File: config.mk
export PLATFORM = sky130hd
export DESIGN_NAME = disk_data_separator_pll_step
export DESIGN_NICKNAME = d
export VERILOG_FILES = /design/src/design/ddsp_pkg.sv /design/src/design/ddsp_mac.sv /design/src/design/ddsp_phase.sv /design/src/design/disk_data_separator_pll_step.sv
export SDC_FILE = /design/constraint.sdc
export NUM_CORES = 2
export LEC_CHECK = 0
export BUFFER_PORTS_ARGS = -buffer_cell sky130_fd_sc_hd__buf_2
export CAP_MARGIN = 20
export CORE_MARGIN = 2
export CORE_UTILIZATION = 40
export CTS_BUF_LIST = sky130_fd_sc_hd__clkbuf_4 sky130_fd_sc_hd__clkbuf_8
export DETAILED_ROUTE_END_ITERATION = 8
export GPL_TIMING_DRIVEN = 0
export PLACE_DENSITY_LB_ADDON = 0.2
export SKIP_CTS_REPAIR_TIMING = 1
export SLEW_MARGIN = 30
export SYNTH_ARGS = -nofsm -noshare
export SYNTH_HDL_FRONTEND = slang
export SYNTH_SLANG_ARGS = --single-unit
export TNS_END_PERCENT = 10
File: constraint.sdc
create_clock -name clk -period 17.5 [get_ports clk]
set_input_delay 2.625 -clock clk [delete_from_list [all_inputs] [get_ports clk]]
set_output_delay 2.625 -clock clk [all_outputs]
set_load 0.02 [all_outputs]
File: src/design/ddsp_pkg.sv
// Shared types and constants of the disk data separator PLL step.
// Used by every module of the block; depends on nothing else.
`default_nettype none

package ddsp_pkg;

    // Field widths and fixed-point format.
    localparam int POS_W     = 16;
    localparam int FRAC_BITS = 8;
    localparam int SUM_W     = 32;
    localparam int GAIN_W    = 12;
    localparam int ERR_W     = POS_W + 2;
    localparam int DIFF_W    = ERR_W + 1;
    localparam int STEP_W    = POS_W + 4;

    // Loop filter denominator, 24 cells in Q8.8, and its power-of-two part.
    localparam int DENOM     = 24 << FRAC_BITS;
    localparam int DIV_SHIFT = FRAC_BITS + 3;

    // Shared multiply-accumulate unit.
    localparam int A_W    = SUM_W + 1;
    localparam int B_W    = 24;
    localparam int PROD_W = A_W + B_W;
    localparam int ACC_W  = 48;

    // Clamp bounds: floor(v / 50) as (v * RECIP_50) >> BOUND_SHIFT.
    localparam int BND_W       = 22;
    localparam int LIM_W       = POS_W + 1;
    localparam int BOUND_SHIFT = 27;
    localparam int RECIP_50    = 2684355;

    // Final divide by three: floor(x / 3) as (x * RECIP_3) >> RECIP3_SHIFT.
    localparam int QUO_W        = 14;
    localparam int RECIP_3      = 43691;
    localparam int RECIP3_SHIFT = 17;

    // Reset values of the configuration registers.
    localparam logic [POS_W-1:0]  REF_RESET  = POS_W'(4096);
    localparam logic [GAIN_W-1:0] GAIN_RESET = GAIN_W'(256);

    // Configuration register indexes.
    localparam logic CFG_REF  = 1'b0;
    localparam logic CFG_GAIN = 1'b1;

    // Steps of the multiply-accumulate sequence.
    localparam logic [3:0] OP_REF  = 4'd0;
    localparam logic [3:0] OP_STEP = 4'd1;
    localparam logic [3:0] OP_ERR  = 4'd2;
    localparam logic [3:0] OP_DIFF = 4'd3;
    localparam logic [3:0] OP_ESUM = 4'd4;
    localparam logic [3:0] OP_LO   = 4'd5;
    localparam logic [3:0] OP_HI   = 4'd6;
    localparam logic [3:0] OP_BASE = 4'd7;
    localparam logic [3:0] OP_WAIT = 4'd8;

    typedef enum logic [2:0] {
        ST_IDLE,
        ST_PHASE,
        ST_MAC,
        ST_DIV,
        ST_FIN
    } ddsp_state_t;

    typedef struct packed {
        logic issue;
        logic acc_en;
        logic clear;
    } ddsp_mac_ctrl_t;

    typedef struct packed {
        logic signed [ERR_W-1:0]  err;
        logic signed [DIFF_W-1:0] diff;
        logic signed [SUM_W-1:0]  err_sum;
        logic signed [SUM_W-1:0]  step_sum;
    } ddsp_phase_t;

endpackage

`default_nettype wire

File: src/design/ddsp_mac.sv
// Shared multiply-accumulate unit of the PLL step.
// Depends on ddsp_pkg for widths and the control struct.
`default_nettype none

module ddsp_mac
(
    input  wire logic                               clk,
    input  wire logic                               rst_n,
    input  wire ddsp_pkg::ddsp_mac_ctrl_t           ctrl,
    input  wire logic signed [ddsp_pkg::A_W-1:0]    a,
    input  wire logic signed [ddsp_pkg::B_W-1:0]    b,
    output logic signed [ddsp_pkg::PROD_W-1:0]      prod,
    output logic signed [ddsp_pkg::ACC_W-1:0]       acc
);

    logic signed [ddsp_pkg::PROD_W-1:0] prod_reg;
    logic signed [ddsp_pkg::ACC_W-1:0]  acc_reg;
    logic signed [ddsp_pkg::ACC_W-1:0]  acc_next;
    logic                               pend_reg;

    // The product is registered; it is added into the accumulator in the following cycle.
    always_comb
    begin
        if (ctrl.clear)
        begin
            acc_next = ddsp_pkg::ACC_W'(ddsp_pkg::DENOM / 2);
        end
        else if (pend_reg)
        begin
            acc_next = acc_reg + $signed(prod_reg[ddsp_pkg::ACC_W-1:0]);
        end
        else
        begin
            acc_next = acc_reg;
        end
    end

    always_ff @(posedge clk or negedge rst_n)
    begin
        if (!rst_n)
        begin
            pend_reg <= 1'b0;
        end
        else
        begin
            pend_reg <= ctrl.issue & ctrl.acc_en;
        end
    end

    always_ff @(posedge clk)
    begin
        if (ctrl.issue)
        begin
            prod_reg <= a * b;
        end
        acc_reg <= acc_next;
    end

    assign prod = prod_reg;
    assign acc  = acc_reg;

endmodule

`default_nettype wire

File: src/design/ddsp_phase.sv
// Phase detector and saturating integrators of the PLL step.
// Depends on ddsp_pkg for widths and the phase result struct.
`default_nettype none

module ddsp_phase
(
    input  wire logic        [ddsp_pkg::POS_W-1:0] pos,
    input  wire logic        [ddsp_pkg::POS_W-1:0] last_pos,
    input  wire logic        [ddsp_pkg::POS_W-1:0] cell_len,
    input  wire logic        [ddsp_pkg::POS_W-1:0] cell_mid,
    input  wire logic signed [ddsp_pkg::ERR_W-1:0] last_err,
    input  wire logic signed [ddsp_pkg::SUM_W-1:0] err_sum,
    input  wire logic signed [ddsp_pkg::SUM_W-1:0] step_sum,
    output ddsp_pkg::ddsp_phase_t                  phase
);

    localparam int PAD = ddsp_pkg::STEP_W - ddsp_pkg::POS_W;
    localparam int SW  = ddsp_pkg::SUM_W;

    logic signed [ddsp_pkg::STEP_W-1:0] step_raw;
    logic signed [ddsp_pkg::STEP_W-1:0] step_twice;
    logic signed [ddsp_pkg::STEP_W-1:0] len_ext;
    logic signed [ddsp_pkg::STEP_W-1:0] step;
    logic signed [ddsp_pkg::ERR_W-1:0]  err;
    logic signed [SW:0]                 esum_wide;
    logic signed [SW:0]                 ssum_wide;

    function automatic logic signed [SW-1:0] sat_sum(input logic signed [SW:0] v);
        logic signed [SW-1:0] r;
        if (v[SW] != v[SW-1])
        begin
            r = v[SW] ? {1'b1, {(SW-1){1'b0}}} : {1'b0, {(SW-1){1'b1}}};
        end
        else
        begin
            r = v[SW-1:0];
        end
        return r;
    endfunction

    always_comb
    begin
        step_raw   = $signed({{PAD{1'b0}}, last_pos}) - $signed({{PAD{1'b0}}, pos});
        step_twice = step_raw <<< 1;
        len_ext    = $signed({{PAD{1'b0}}, cell_len});

        // Wrap the pulse-to-pulse step into plus or minus half a cell.
        priority if (step_twice > len_ext)
        begin
            step = step_raw - len_ext;
        end
        else if (step_twice < -len_ext)
        begin
            step = step_raw + len_ext;
        end
        else
        begin
            step = step_raw;
        end

        err = $signed({2'b00, cell_mid}) - $signed({2'b00, pos});

        esum_wide = $signed({err_sum[SW-1], err_sum})
                  + $signed({{(SW + 1 - ddsp_pkg::ERR_W){err[ddsp_pkg::ERR_W-1]}}, err});
        ssum_wide = $signed({step_sum[SW-1], step_sum})
                  + $signed({{(SW + 1 - ddsp_pkg::STEP_W){step[ddsp_pkg::STEP_W-1]}}, step});

        phase.err      = err;
        phase.diff     = $signed({err[ddsp_pkg::ERR_W-1], err})
                       - $signed({last_err[ddsp_pkg::ERR_W-1], last_err});
        phase.err_sum  = sat_sum(esum_wide);
        phase.step_sum = sat_sum(ssum_wide);
    end

endmodule

`default_nettype wire

File: src/design/disk_data_separator_pll_step.sv
// Top level of the disk data separator PLL step; uses ddsp_pkg, ddsp_phase, ddsp_mac.
// A new pulse item is taken only in the idle state, after the previous one has passed the
// phase state, the nine-step sequence of the shared multiply-accumulate unit, the
// range-test state and the finish state, which waits for room in the output register.
// Reset (rst_n, asynchronous, active low) clears the loop state, sets the cell
// length to 4096 and its middle to 2048, and loads the register reset values.
`default_nettype none

module disk_data_separator_pll_step
(
    input  wire logic        clk,
    input  wire logic        rst_n,
    // Input stream. s_tdata fields from bit 0: pulse_position[15:0].
    input  wire logic        s_tvalid,
    output logic             s_tready,
    input  wire logic [15:0] s_tdata,
    // Result stream. m_tdata fields from bit 0: pulse_position_echo[15:0],
    // adjusted_cell_size[31:16], new_cell_center[47:32], size_clamped[48], zeros above.
    output logic             m_tvalid,
    input  wire logic        m_tready,
    output logic [55:0]      m_tdata,
    // Configuration writes: index 0 reference_cell_size, index 1 loop_gain.
    input  wire logic        cfg_valid,
    output logic             cfg_ready,
    input  wire logic        cfg_index,
    input  wire logic [15:0] cfg_data
);

    localparam int POS_W  = ddsp_pkg::POS_W;
    localparam int ERR_W  = ddsp_pkg::ERR_W;
    localparam int DIFF_W = ddsp_pkg::DIFF_W;
    localparam int SUM_W  = ddsp_pkg::SUM_W;
    localparam int A_W    = ddsp_pkg::A_W;
    localparam int B_W    = ddsp_pkg::B_W;
    localparam int LIM_W  = ddsp_pkg::LIM_W;
    localparam int X_W    = ddsp_pkg::ACC_W - ddsp_pkg::DIV_SHIFT;
    localparam int QUO_W  = ddsp_pkg::QUO_W;
    localparam int SIZE_W = LIM_W + 1;

    // Control and loop state.
    ddsp_pkg::ddsp_state_t state_reg, state_next;
    logic [3:0]            op_reg, op_next;
    logic                  m_valid_reg, m_valid_next;

    logic [POS_W-1:0]              ref_reg;
    logic [ddsp_pkg::GAIN_W-1:0]   gain_reg;
    logic [POS_W-1:0]              last_pos_reg;
    logic signed [ERR_W-1:0]       last_err_reg;
    logic signed [SUM_W-1:0]       err_sum_reg;
    logic signed [SUM_W-1:0]       step_sum_reg;
    logic [POS_W-1:0]              cell_len_reg;
    logic [POS_W-1:0]              cell_mid_reg;

    // Payload registers of the item in work and of the waiting result.
    logic [POS_W-1:0]        pos_reg;
    logic signed [ERR_W-1:0] err_reg;
    logic signed [DIFF_W-1:0] diff_reg;
    logic [LIM_W-1:0]        lo_reg;
    logic [LIM_W-1:0]        hi_reg;
    logic                    low_reg;
    logic                    high_reg;
    logic [POS_W-1:0]        out_pos_reg;
    logic [POS_W-1:0]        out_size_reg;
    logic [POS_W-1:0]        out_mid_reg;
    logic                    out_clamp_reg;

    ddsp_pkg::ddsp_phase_t    phase;
    ddsp_pkg::ddsp_mac_ctrl_t mac_ctrl;
    logic signed [A_W-1:0]    mac_a;
    logic signed [B_W-1:0]    mac_b;
    logic signed [ddsp_pkg::PROD_W-1:0] mac_prod;
    logic signed [ddsp_pkg::ACC_W-1:0]  mac_acc;

    logic [ddsp_pkg::BND_W-1:0] lo_num;
    logic [ddsp_pkg::BND_W-1:0] hi_num;
    logic [SIZE_W-1:0]          span;
    logic [SIZE_W+1:0]          limit;
    logic [X_W-1:0]             x_val;
    logic                       r_neg;
    logic                       r_high;
    logic [QUO_W-1:0]           quo;
    logic [SIZE_W-1:0]          size_wide;
    logic [POS_W-1:0]           size_final;
    logic                       fin_load;

    ddsp_phase u_phase
    (
        .pos      (pos_reg),
        .last_pos (last_pos_reg),
        .cell_len (cell_len_reg),
        .cell_mid (cell_mid_reg),
        .last_err (last_err_reg),
        .err_sum  (err_sum_reg),
        .step_sum (step_sum_reg),
        .phase    (phase)
    );

    ddsp_mac u_mac
    (
        .clk   (clk),
        .rst_n (rst_n),
        .ctrl  (mac_ctrl),
        .a     (mac_a),
        .b     (mac_b),
        .prod  (mac_prod),
        .acc   (mac_acc)
    );

    // Rounded clamp bounds 49/50 and 51/50 of the reference, before the divide by 50.
    assign lo_num = ddsp_pkg::BND_W'(ref_reg) * ddsp_pkg::BND_W'(49) + ddsp_pkg::BND_W'(25);
    assign hi_num = ddsp_pkg::BND_W'(ref_reg) * ddsp_pkg::BND_W'(51) + ddsp_pkg::BND_W'(25);

    // After the sequence the accumulator holds r = N + D/2 - lo*D. The size is
    // lo + floor(r / D), with D = 3 * 2^DIV_SHIFT. A negative r means the low
    // clamp; floor(r / 2^DIV_SHIFT) at or above 3*(hi-lo+1) means the high clamp.
    assign span   = {1'b0, hi_reg} - {1'b0, lo_reg} + SIZE_W'(1);
    assign limit  = (SIZE_W+2)'(span) * (SIZE_W+2)'(3);
    assign r_neg  = mac_acc[ddsp_pkg::ACC_W-1];
    assign x_val  = mac_acc[ddsp_pkg::ACC_W-1:ddsp_pkg::DIV_SHIFT];
    assign r_high = !r_neg && (x_val >= X_W'(limit));

    assign quo = mac_prod[ddsp_pkg::RECIP3_SHIFT+QUO_W-1:ddsp_pkg::RECIP3_SHIFT];

    always_comb
    begin
        priority if (low_reg)
        begin
            size_wide = {1'b0, lo_reg};
        end
        else if (high_reg)
        begin
            size_wide = {1'b0, hi_reg};
        end
        else
        begin
            size_wide = {1'b0, lo_reg} + SIZE_W'(quo);
        end
        // A size past the field range saturates without counting as clamped.
        if (size_wide > SIZE_W'({POS_W{1'b1}}))
        begin
            size_final = {POS_W{1'b1}};
        end
        else
        begin
            size_final = size_wide[POS_W-1:0];
        end
    end

    // Sequencer: next state and the operands of the shared unit.
    always_comb
    begin
        state_next      = state_reg;
        op_next         = op_reg;
        mac_ctrl.issue  = 1'b0;
        mac_ctrl.acc_en = 1'b0;
        mac_ctrl.clear  = 1'b0;
        mac_a           = '0;
        mac_b           = '0;
        fin_load        = 1'b0;

        unique case (state_reg)
            ddsp_pkg::ST_IDLE:
            begin
                if (s_tvalid)
                begin
                    state_next = ddsp_pkg::ST_PHASE;
                end
            end
            ddsp_pkg::ST_PHASE:
            begin
                mac_ctrl.clear = 1'b1;
                op_next        = ddsp_pkg::OP_REF;
                state_next     = ddsp_pkg::ST_MAC;
            end
            ddsp_pkg::ST_MAC:
            begin
                op_next = op_reg + 4'd1;
                unique case (op_reg)
                    ddsp_pkg::OP_REF:
                    begin
                        mac_ctrl.issue  = 1'b1;
                        mac_ctrl.acc_en = 1'b1;
                        mac_a = $signed({{(A_W-POS_W){1'b0}}, ref_reg});
                        mac_b = B_W'(ddsp_pkg::DENOM);
                    end
                    ddsp_pkg::OP_STEP:
                    begin
                        mac_ctrl.issue  = 1'b1;
                        mac_ctrl.acc_en = 1'b1;
                        mac_a = $signed({step_sum_reg[SUM_W-1], step_sum_reg});
                        mac_b = -$signed({{(B_W-ddsp_pkg::GAIN_W){1'b0}}, gain_reg});
                    end
                    ddsp_pkg::OP_ERR:
                    begin
                        mac_ctrl.issue  = 1'b1;
                        mac_ctrl.acc_en = 1'b1;
                        mac_a = $signed({{(A_W-ERR_W){err_reg[ERR_W-1]}}, err_reg});
                        mac_b = -B_W'(ddsp_pkg::DENOM / 2);
                    end
                    ddsp_pkg::OP_DIFF:
                    begin
                        mac_ctrl.issue  = 1'b1;
                        mac_ctrl.acc_en = 1'b1;
                        mac_a = $signed({{(A_W-DIFF_W){diff_reg[DIFF_W-1]}}, diff_reg});
                        mac_b = B_W'(ddsp_pkg::DENOM / 8);
                    end
                    ddsp_pkg::OP_ESUM:
                    begin
                        mac_ctrl.issue  = 1'b1;
                        mac_ctrl.acc_en = 1'b1;
                        mac_a = $signed({err_sum_reg[SUM_W-1], err_sum_reg});
                        mac_b = -B_W'(ddsp_pkg::DENOM / 128);
                    end
                    ddsp_pkg::OP_LO:
                    begin
                        mac_ctrl.issue = 1'b1;
                        mac_a = $signed({{(A_W-ddsp_pkg::BND_W){1'b0}}, lo_num});
                        mac_b = B_W'(ddsp_pkg::RECIP_50);
                    end
                    ddsp_pkg::OP_HI:
                    begin
                        mac_ctrl.issue = 1'b1;
                        mac_a = $signed({{(A_W-ddsp_pkg::BND_W){1'b0}}, hi_num});
                        mac_b = B_W'(ddsp_pkg::RECIP_50);
                    end
                    ddsp_pkg::OP_BASE:
                    begin
                        // Lower bound was captured in the previous cycle.
                        mac_ctrl.issue  = 1'b1;
                        mac_ctrl.acc_en = 1'b1;
                        mac_a = $signed({{(A_W-LIM_W){1'b0}}, lo_reg});
                        mac_b = -B_W'(ddsp_pkg::DENOM);
                    end
                    ddsp_pkg::OP_WAIT:
                    begin
                        state_next = ddsp_pkg::ST_DIV;
                    end
                    default:
                    begin
                        state_next = ddsp_pkg::ST_DIV;
                    end
                endcase
            end
            ddsp_pkg::ST_DIV:
            begin
                mac_ctrl.issue = 1'b1;
                mac_a = $signed({{(A_W-QUO_W){1'b0}}, x_val[QUO_W-1:0]});
                mac_b = B_W'(ddsp_pkg::RECIP_3);
                state_next = ddsp_pkg::ST_FIN;
            end
            ddsp_pkg::ST_FIN:
            begin
                if (!m_valid_reg || m_tready)
                begin
                    fin_load   = 1'b1;
                    state_next = ddsp_pkg::ST_IDLE;
                end
            end
            default:
            begin
                state_next = ddsp_pkg::ST_IDLE;
            end
        endcase

        if (fin_load)
        begin
            m_valid_next = 1'b1;
        end
        else if (m_tready)
        begin
            m_valid_next = 1'b0;
        end
        else
        begin
            m_valid_next = m_valid_reg;
        end
    end

    always_ff @(posedge clk or negedge rst_n)
    begin
        if (!rst_n)
        begin
            state_reg    <= ddsp_pkg::ST_IDLE;
            op_reg       <= ddsp_pkg::OP_REF;
            m_valid_reg  <= 1'b0;
            ref_reg      <= ddsp_pkg::REF_RESET;
            gain_reg     <= ddsp_pkg::GAIN_RESET;
            last_pos_reg <= '0;
            last_err_reg <= '0;
            err_sum_reg  <= '0;
            step_sum_reg <= '0;
            cell_len_reg <= ddsp_pkg::REF_RESET;
            cell_mid_reg <= ddsp_pkg::REF_RESET >> 1;
        end
        else
        begin
            state_reg   <= state_next;
            op_reg      <= op_next;
            m_valid_reg <= m_valid_next;

            if (cfg_valid)
            begin
                unique case (cfg_index)
                    ddsp_pkg::CFG_REF:  ref_reg  <= cfg_data;
                    ddsp_pkg::CFG_GAIN: gain_reg <= cfg_data[ddsp_pkg::GAIN_W-1:0];
                    default:            ref_reg  <= ref_reg;
                endcase
            end

            // The phase cycle advances the detector and both integrators.
            if (state_reg == ddsp_pkg::ST_PHASE)
            begin
                last_pos_reg <= pos_reg;
                last_err_reg <= phase.err;
                err_sum_reg  <= phase.err_sum;
                step_sum_reg <= phase.step_sum;
            end

            // The new cell length takes effect when its result is handed over.
            if (fin_load)
            begin
                cell_len_reg <= size_final;
                cell_mid_reg <= size_final >> 1;
            end
        end
    end

    always_ff @(posedge clk)
    begin
        if (state_reg == ddsp_pkg::ST_IDLE && s_tvalid)
        begin
            pos_reg <= s_tdata;
        end
        if (state_reg == ddsp_pkg::ST_PHASE)
        begin
            err_reg  <= phase.err;
            diff_reg <= phase.diff;
        end
        if (state_reg == ddsp_pkg::ST_MAC && op_reg == ddsp_pkg::OP_HI)
        begin
            lo_reg <= mac_prod[ddsp_pkg::BOUND_SHIFT+LIM_W-1:ddsp_pkg::BOUND_SHIFT];
        end
        if (state_reg == ddsp_pkg::ST_MAC && op_reg == ddsp_pkg::OP_BASE)
        begin
            hi_reg <= mac_prod[ddsp_pkg::BOUND_SHIFT+LIM_W-1:ddsp_pkg::BOUND_SHIFT];
        end
        if (state_reg == ddsp_pkg::ST_DIV)
        begin
            low_reg  <= r_neg;
            high_reg <= r_high;
        end
        if (fin_load)
        begin
            out_pos_reg   <= pos_reg;
            out_size_reg  <= size_final;
            out_mid_reg   <= size_final >> 1;
            out_clamp_reg <= low_reg | high_reg;
        end
    end

    assign s_tready  = (state_reg == ddsp_pkg::ST_IDLE);
    assign cfg_ready = 1'b1;
    assign m_tvalid  = m_valid_reg;
    assign m_tdata   = {7'b0, out_clamp_reg, out_mid_reg, out_size_reg, out_pos_reg};

endmodule

`default_nettype wire

Yosys cells after proc, flatten, opt, wreduce, memory -nomap -nowiden

Index checks and enable logic that the tools add are counted.

Bitwise gates (word level): 3
Multiplexer cells: 27
Magnitude comparators: 4
Equal/unequal tests: 16
Reductions and logical operators: 17
Multiply operators: 4
Add/sub/neg operators: 16

Operators with widths:

| kind                                                                 | number |
|---|---|
| 33-bit one-hot mux with 8 select lines                               | 1 |
| 24-bit one-hot mux with 7 select lines                               | 1 |
| 32-bit 2-to-1 mux                                                    | 4 |
| 33-bit one-hot mux with 2 select lines                               | 1 |
| 48-bit adder                                                         | 1 |
| 33-bit by 24-bit multiplier with 48-bit output                       | 1 |
| 24-bit one-hot mux with 2 select lines                               | 1 |
| 22-bit by 5-bit adder with 22-bit output, second input constant      | 2 |
| 16-bit by 6-bit multiplier with 22-bit output, second input constant | 2 |
| 20-bit 2-to-1 mux                                                    | 2 |
| 37-bit by 20-bit greater-or-equal comparator with 1-bit output       | 1 |
| 18-bit 2-to-1 mux                                                    | 2 |
| 17-bit by 17-bit subtractor with 18-bit output                       | 2 |
| 32-bit by 17-bit adder with 33-bit output                            | 1 |
| 32-bit by 20-bit adder with 33-bit output                            | 1 |
| 12-bit negation with 24-bit output                                   | 1 |
| 20-bit by 17-bit adder with 20-bit output                            | 1 |
| 20-bit by 17-bit greater-than comparator with 1-bit output           | 1 |
| 20-bit < comparator                                                  | 1 |
| 18-bit by 2-bit multiplier with 20-bit output, second input constant | 1 |
| 16-bit negation with 20-bit output                                   | 1 |
| 20-bit by 17-bit subtractor with 20-bit output                       | 1 |
| 17-bit by 14-bit adder with 18-bit output                            | 1 |
| 18-bit by 1-bit adder with 18-bit output, second input constant      | 1 |
| other kinds (32)                                                     | 55 |

Output and inout port bits: 59
Input port bits: 38
Logic and storage cells: 112
Register bits after elaboration: 397

Longest topological paths before layout

Depth in word-level cells: 7
Gate-level depth with buffers: 43
Depth with buffers taken out: 42

Cells and area by module

From an unflattened synthesis, not the netlist that was laid out.

Cell total of the unflattened synthesis: 6,494
Area, all modules: 60,137.7 um^2

By module, submodules not included:

| module                       | cells an instance | seq. area each (um^2) | area an instance (um^2) | instances |
|---|---|---|---|---|
| ddsp_mac                     | 3,643             | 2,697.6               | 33,751.1                | 1 |
| disk_data_separator_pll_step | 1,646             | 7,420.9               | 17,837.1                | 1 |
| ddsp_phase                   | 1,205             | 0.0                   | 8,549.4                 | 1 |

Worst setup path after synthesis

Ideal clock, no wire load.

Kind: reg-to-reg
From: register ref_reg[3]
To: register u_mac.prod_reg (netlist bit u_mac.prod[47]) (data pin)
Setup slack: 6.932 ns
Path buffers: 1
Clock period less this slack: 10.568 ns
Setup time: 0.265 ns
Arrival time: 10.303 ns
Data required time: 17.235 ns
Stages on the path, launching flop included: 44
Cells stage by stage: dfrtp_1 inv_1 ha_1 fa_1 fa_1 inv_1 ha_1 ha_1 a21o_1 a211oi_1 a21o_1 a21boi_1 o41a_1 a31oi_1 nand2b_1 a311oi_1 a21oi_2 buf_2 (+8 left out) inv_1 fa_1 inv_1 fa_1 inv_1 fa_1 inv_1 ha_1 a21o_1 a21o_1 a21oi_1 o21bai_1 a211oi_1 nand3_1 a31oi_1 o21ai_0 a221oi_1 xnor2_1

Longest elaborated chain between the ends: 5
Elaborated cells on any way between the ends: 7
Classes of those cells: add/sub: 2; mul: 3; mux: 2

Ends and longest elaborated chain:

| element                                                                 | RTL line                                                                 | text |
|---|---|---|
| from (decl)                                                             | disk_data_separator_pll_step.sv:45                                       | `logic [POS_W-1:0] ref_reg;` |
| from (signal assigned)                                                  | disk_data_separator_pll_step.sv:286                                      | `ref_reg <= ddsp_pkg::REF_RESET;` |
| from (signal assigned)                                                  | disk_data_separator_pll_step.sv:304                                      | `ddsp_pkg::CFG_REF: ref_reg <= cfg_data;` |
| from (signal assigned)                                                  | disk_data_separator_pll_step.sv:306                                      | `default: ref_reg <= ref_reg;` |
| 16-bit by 6-bit multiplier with 22-bit output, on equally long branches | disk_data_separator_pll_step.sv:111, disk_data_separator_pll_step.sv:110 |  |
| 22-bit by 5-bit adder with 22-bit output, on equally long branches      | disk_data_separator_pll_step.sv:111, disk_data_separator_pll_step.sv:110 |  |
| 33-bit one-hot mux with 8 select lines (*)                              | disk_data_separator_pll_step.sv:178                                      | `unique case (op_reg)` |
| 33-bit one-hot mux with 2 select lines (*)                              | disk_data_separator_pll_step.sv:161                                      | `unique case (state_reg)` |
| 33-bit by 24-bit multiplier with 48-bit output (*)                      | ddsp_mac.sv:54                                                           | `prod_reg <= a * b;` |
| to (signal assigned)                                                    | ddsp_mac.sv:54                                                           |  |
| to (decl)                                                               | ddsp_mac.sv:16                                                           | `logic signed [ddsp_pkg::PROD_W-1:0] prod_reg;` |

Mark *: on every way between the ends. The rest lies on a longest branch, timed or not.
A chain may end at the register's enable or synchronous reset.

Final worst setup path

Same ends and word-level chain as after synthesis.

==> impl_metrics.py <==
metrics = {
    "detailed_routing": {
        "route.detailed.drc": 0,
        "drt-total-wl_um": 195800,
        "via_per_inst": 5.491,
        "route.vias.total": 45850,
        "wire_per_inst_um": 23.45,
        "firstDrtPassIters": 6,
        "ant_nets": 0,
        "drt_iter0_markers": 4156,
    },
    "sta": {
        "slew_violations": 0,
        "max_freq_mhz": 76.73,
        "finalSetupViolations": 0,
        "worst_slew_pin_slew_ps": 1104,
        "skew_ps": 63.70,
        "finalSetupTns_ps": 0,
        "slew_headroom_pct": 26.41,
        "rsz0062_at_grt": "no",
        "hold_violations": 0,
        "period_share_pct": 74.48,
        "finalCriticalPeriod_ps": 13030,
    },
    "min_path": {
        "hold_path_class": "flop to flop",
    },
    "worst_setup_path": {
        "start_kind": "flop",
        "cp.required_ps": 17950,
        "worst_path_max_delay_cell": "clkbuf_1",
        "cp_max_fo": 10,
        "worstSetupPathType": "flop to flop",
        "crit_family": "adder cells",
        "cp-end-kind": "flop",
        "slowest_delay_ps": 600,
        "crit_buf_inv": 10,
        "cp.arrival_ps": 13480,
    },
    "yosys": {
        "ys.warnings.count": 0,
        "synth_edf_count": 168,
        "ys_top_cells_by_area": "fa_1, ha_1, edfxtp_1, inv_1, dfrtp_1",
        "yosysTopAreaCellShare_pct": 26.41,
        "ys_seq_area_share_pct": 17.47,
        "netlist_area_um2": 55870,
        "ys_ff_latch": 366,
        "yosysTopAreaCell": "fa_1",
        "ys_types": 116,
        "syn_inst": 6233,
        "async_reset_ff_share_pct": 40.98,
        "postSynthAreaPerCell_um2": 8.964,
        "synth-main-ff-cell": "edfxtp_1",
    },
    "cts": {
        "clock_sinks": 366,
        "h-tree-depth": 3,
        "cts_tree": "built",
        "clk_latency_ps": 730,
        "path_clk_slew_ps": 70,
        "root_buffer": "clkbuf_8",
        "cts-buffers-inserted": 70,
        "clock_path_buffers": 3,
    },
    "floorplan": {
        "num_rows": 137,
        "core_um2": 139000,
        "fp.dieW_um": 377.7,
        "dieArea_um2": 142700,
        "start_util_pct": 40.19,
        "pin_count": 97,
        "die_y_um": 377.7,
    },
    "place": {
        "dpl.hpwl_um": 163000,
        "place_congestion": 0.9961,
        "dpl-instance-area_um2": 59030,
        "portBuffers": 87,
    },
    "finish": {
        "design_area_um2": 60600,
        "drive_gt1_share_pct": 7.048,
        "utilization_pct": 43.59,
        "area_growth_pct": 8.458,
        "final_nets": 7751,
    },
    "global_routing": {
        "gr-usage-met2_pct": 42.94,
        "grt_pass1_vias": 46340,
        "grt.overflow.total": 0,
        "grt_use_met3_pct": 4.821,
        "grt_start_max_net_pins": 78,
        "grt_usage_pct": 27.84,
        "grt_first_pass_wirelength_um": 295300,
        "antenna_found_initial": 4,
        "grt_busiest_layer": "met2",
        "grt_util_met1_pct": 38.27,
    },
    "run": {
        "max-cap-violations": 0,
    },
    "run_status": {
        "outcome": "finished, final reports clean",
    },
}
-- cells in the final DEF, fill, tap and decap left out, drive strengths merged, types with 16 or more instances in the layout --
cell type / n
a211o: 19
a211oi: 72
a21o: 111
a21oi: 294
a221o: 19
a221oi: 35
a22o: 17
a22oi: 37
a31oi: 38
and2: 74
and3: 37
buf: 185
clkbuf: 261
clkinv: 21
dfrtp: 147
dfxtp: 48
edfxtp: 168
fa: 737
ha: 562
inv: 1059
maj3: 39
mux2: 41
mux2i: 27
nand2: 738
nand2b: 56
nand3: 105
nand4: 25
nor2: 418
nor2b: 57
nor3: 106
nor4: 20
o211ai: 35
o21a: 47
o21ai: 264
o21bai: 41
o31ai: 20
or2: 16
or3: 19
xnor2: 190
xor2: 86
-- path summary, 6_finish.rpt --
| kind | endpoint | startpoint | cells past startpoint | slack [ps] |
|---|---|---|---|---|
| worst max-delay path | u_mac.prod[47] | ref_reg[3] | 42 | 4470 |
| worst min register to register | out_pos_reg[4] | pos_reg[4] | 0 | 450 |
| min in group asynchronous | gain_reg[7] | rst_n | 1 | 1870 |
| max in group asynchronous | step_sum_reg[0] | rst_n | 2 | 14710 |
| worst max register to register | u_mac.prod[47] | ref_reg[3] | 42 | 4470 |
| worst min-delay path | out_pos_reg[4] | pos_reg[4] | 0 | 450 |
-- synthesized netlist by cell type, drive strengths merged (12+ instances only) --
library cell,instances
a211o,19
a211oi,72
a21boi,12
a21o,111
a21oi,294
a221o,19
a221oi,35
a22o,17
a22oi,37
a31oi,38
and2,74
and3,37
buf,83
clkbuf,161
dfrtp,147
dfxtp,48
edfxtp,168
fa,737
ha,562
inv,1055
maj3,39
mux2,41
mux2i,27
nand2,738
nand2b,56
nand3,105
nand4,25
nor2,418
nor2b,57
nor3,106
nor4,20
o211ai,35
o21a,47
o21ai,264
o21bai,41
o31ai,20
or2,16
or3,19
xnor2,190
xor2,86
-- stage by stage --
stage,setup WS [ps],hold WS [ps],instances
final,4467,449.3,8350
after detailed placement,4594,431.7,8217
after CTS,4525,449.1,8345
after global placement,4604,435.1,8203
after global routing,3838,465.9,8347
after floorplan,6932,426.4,6240
-- cell families after synthesis --
group,after synthesis,synth area share (%)
simple gates,1715,13.89
fa+ha+maj,1338,39.70
buf+inv,1301,9.081
compound gates,1166,14.09
flops,366,17.47
xor+xnor,277,4.434
mux,68,1.310
other cells,2,0.01344
-- layer usage --
layer | vias to the layer above | share of wire, %
met5 | - | 0.0041
met4 | 2 | 5.0
met3 | 346 | 7.7
met2 | 1811 | 44
met1 | 22750 | 44
li1 | 20950 | -
-- final cells by class --
cell class,instances,area (um2)
Antenna cell,4,10.01
Buffer,244,1116
Clock buffer,100,1257
Clock inverter,28,285.3
Fill cell,13830,78420
Inverter,1057,3970
Multi-Input combinational cell,4573,41170
Sequential cell,366,9763
Tap cell,1876,2347
Timing Repair Buffer,102,674.4
Power is not shown: default switching activity piles up to over one toggle a cycle in this logic, so the estimate is an artifact.
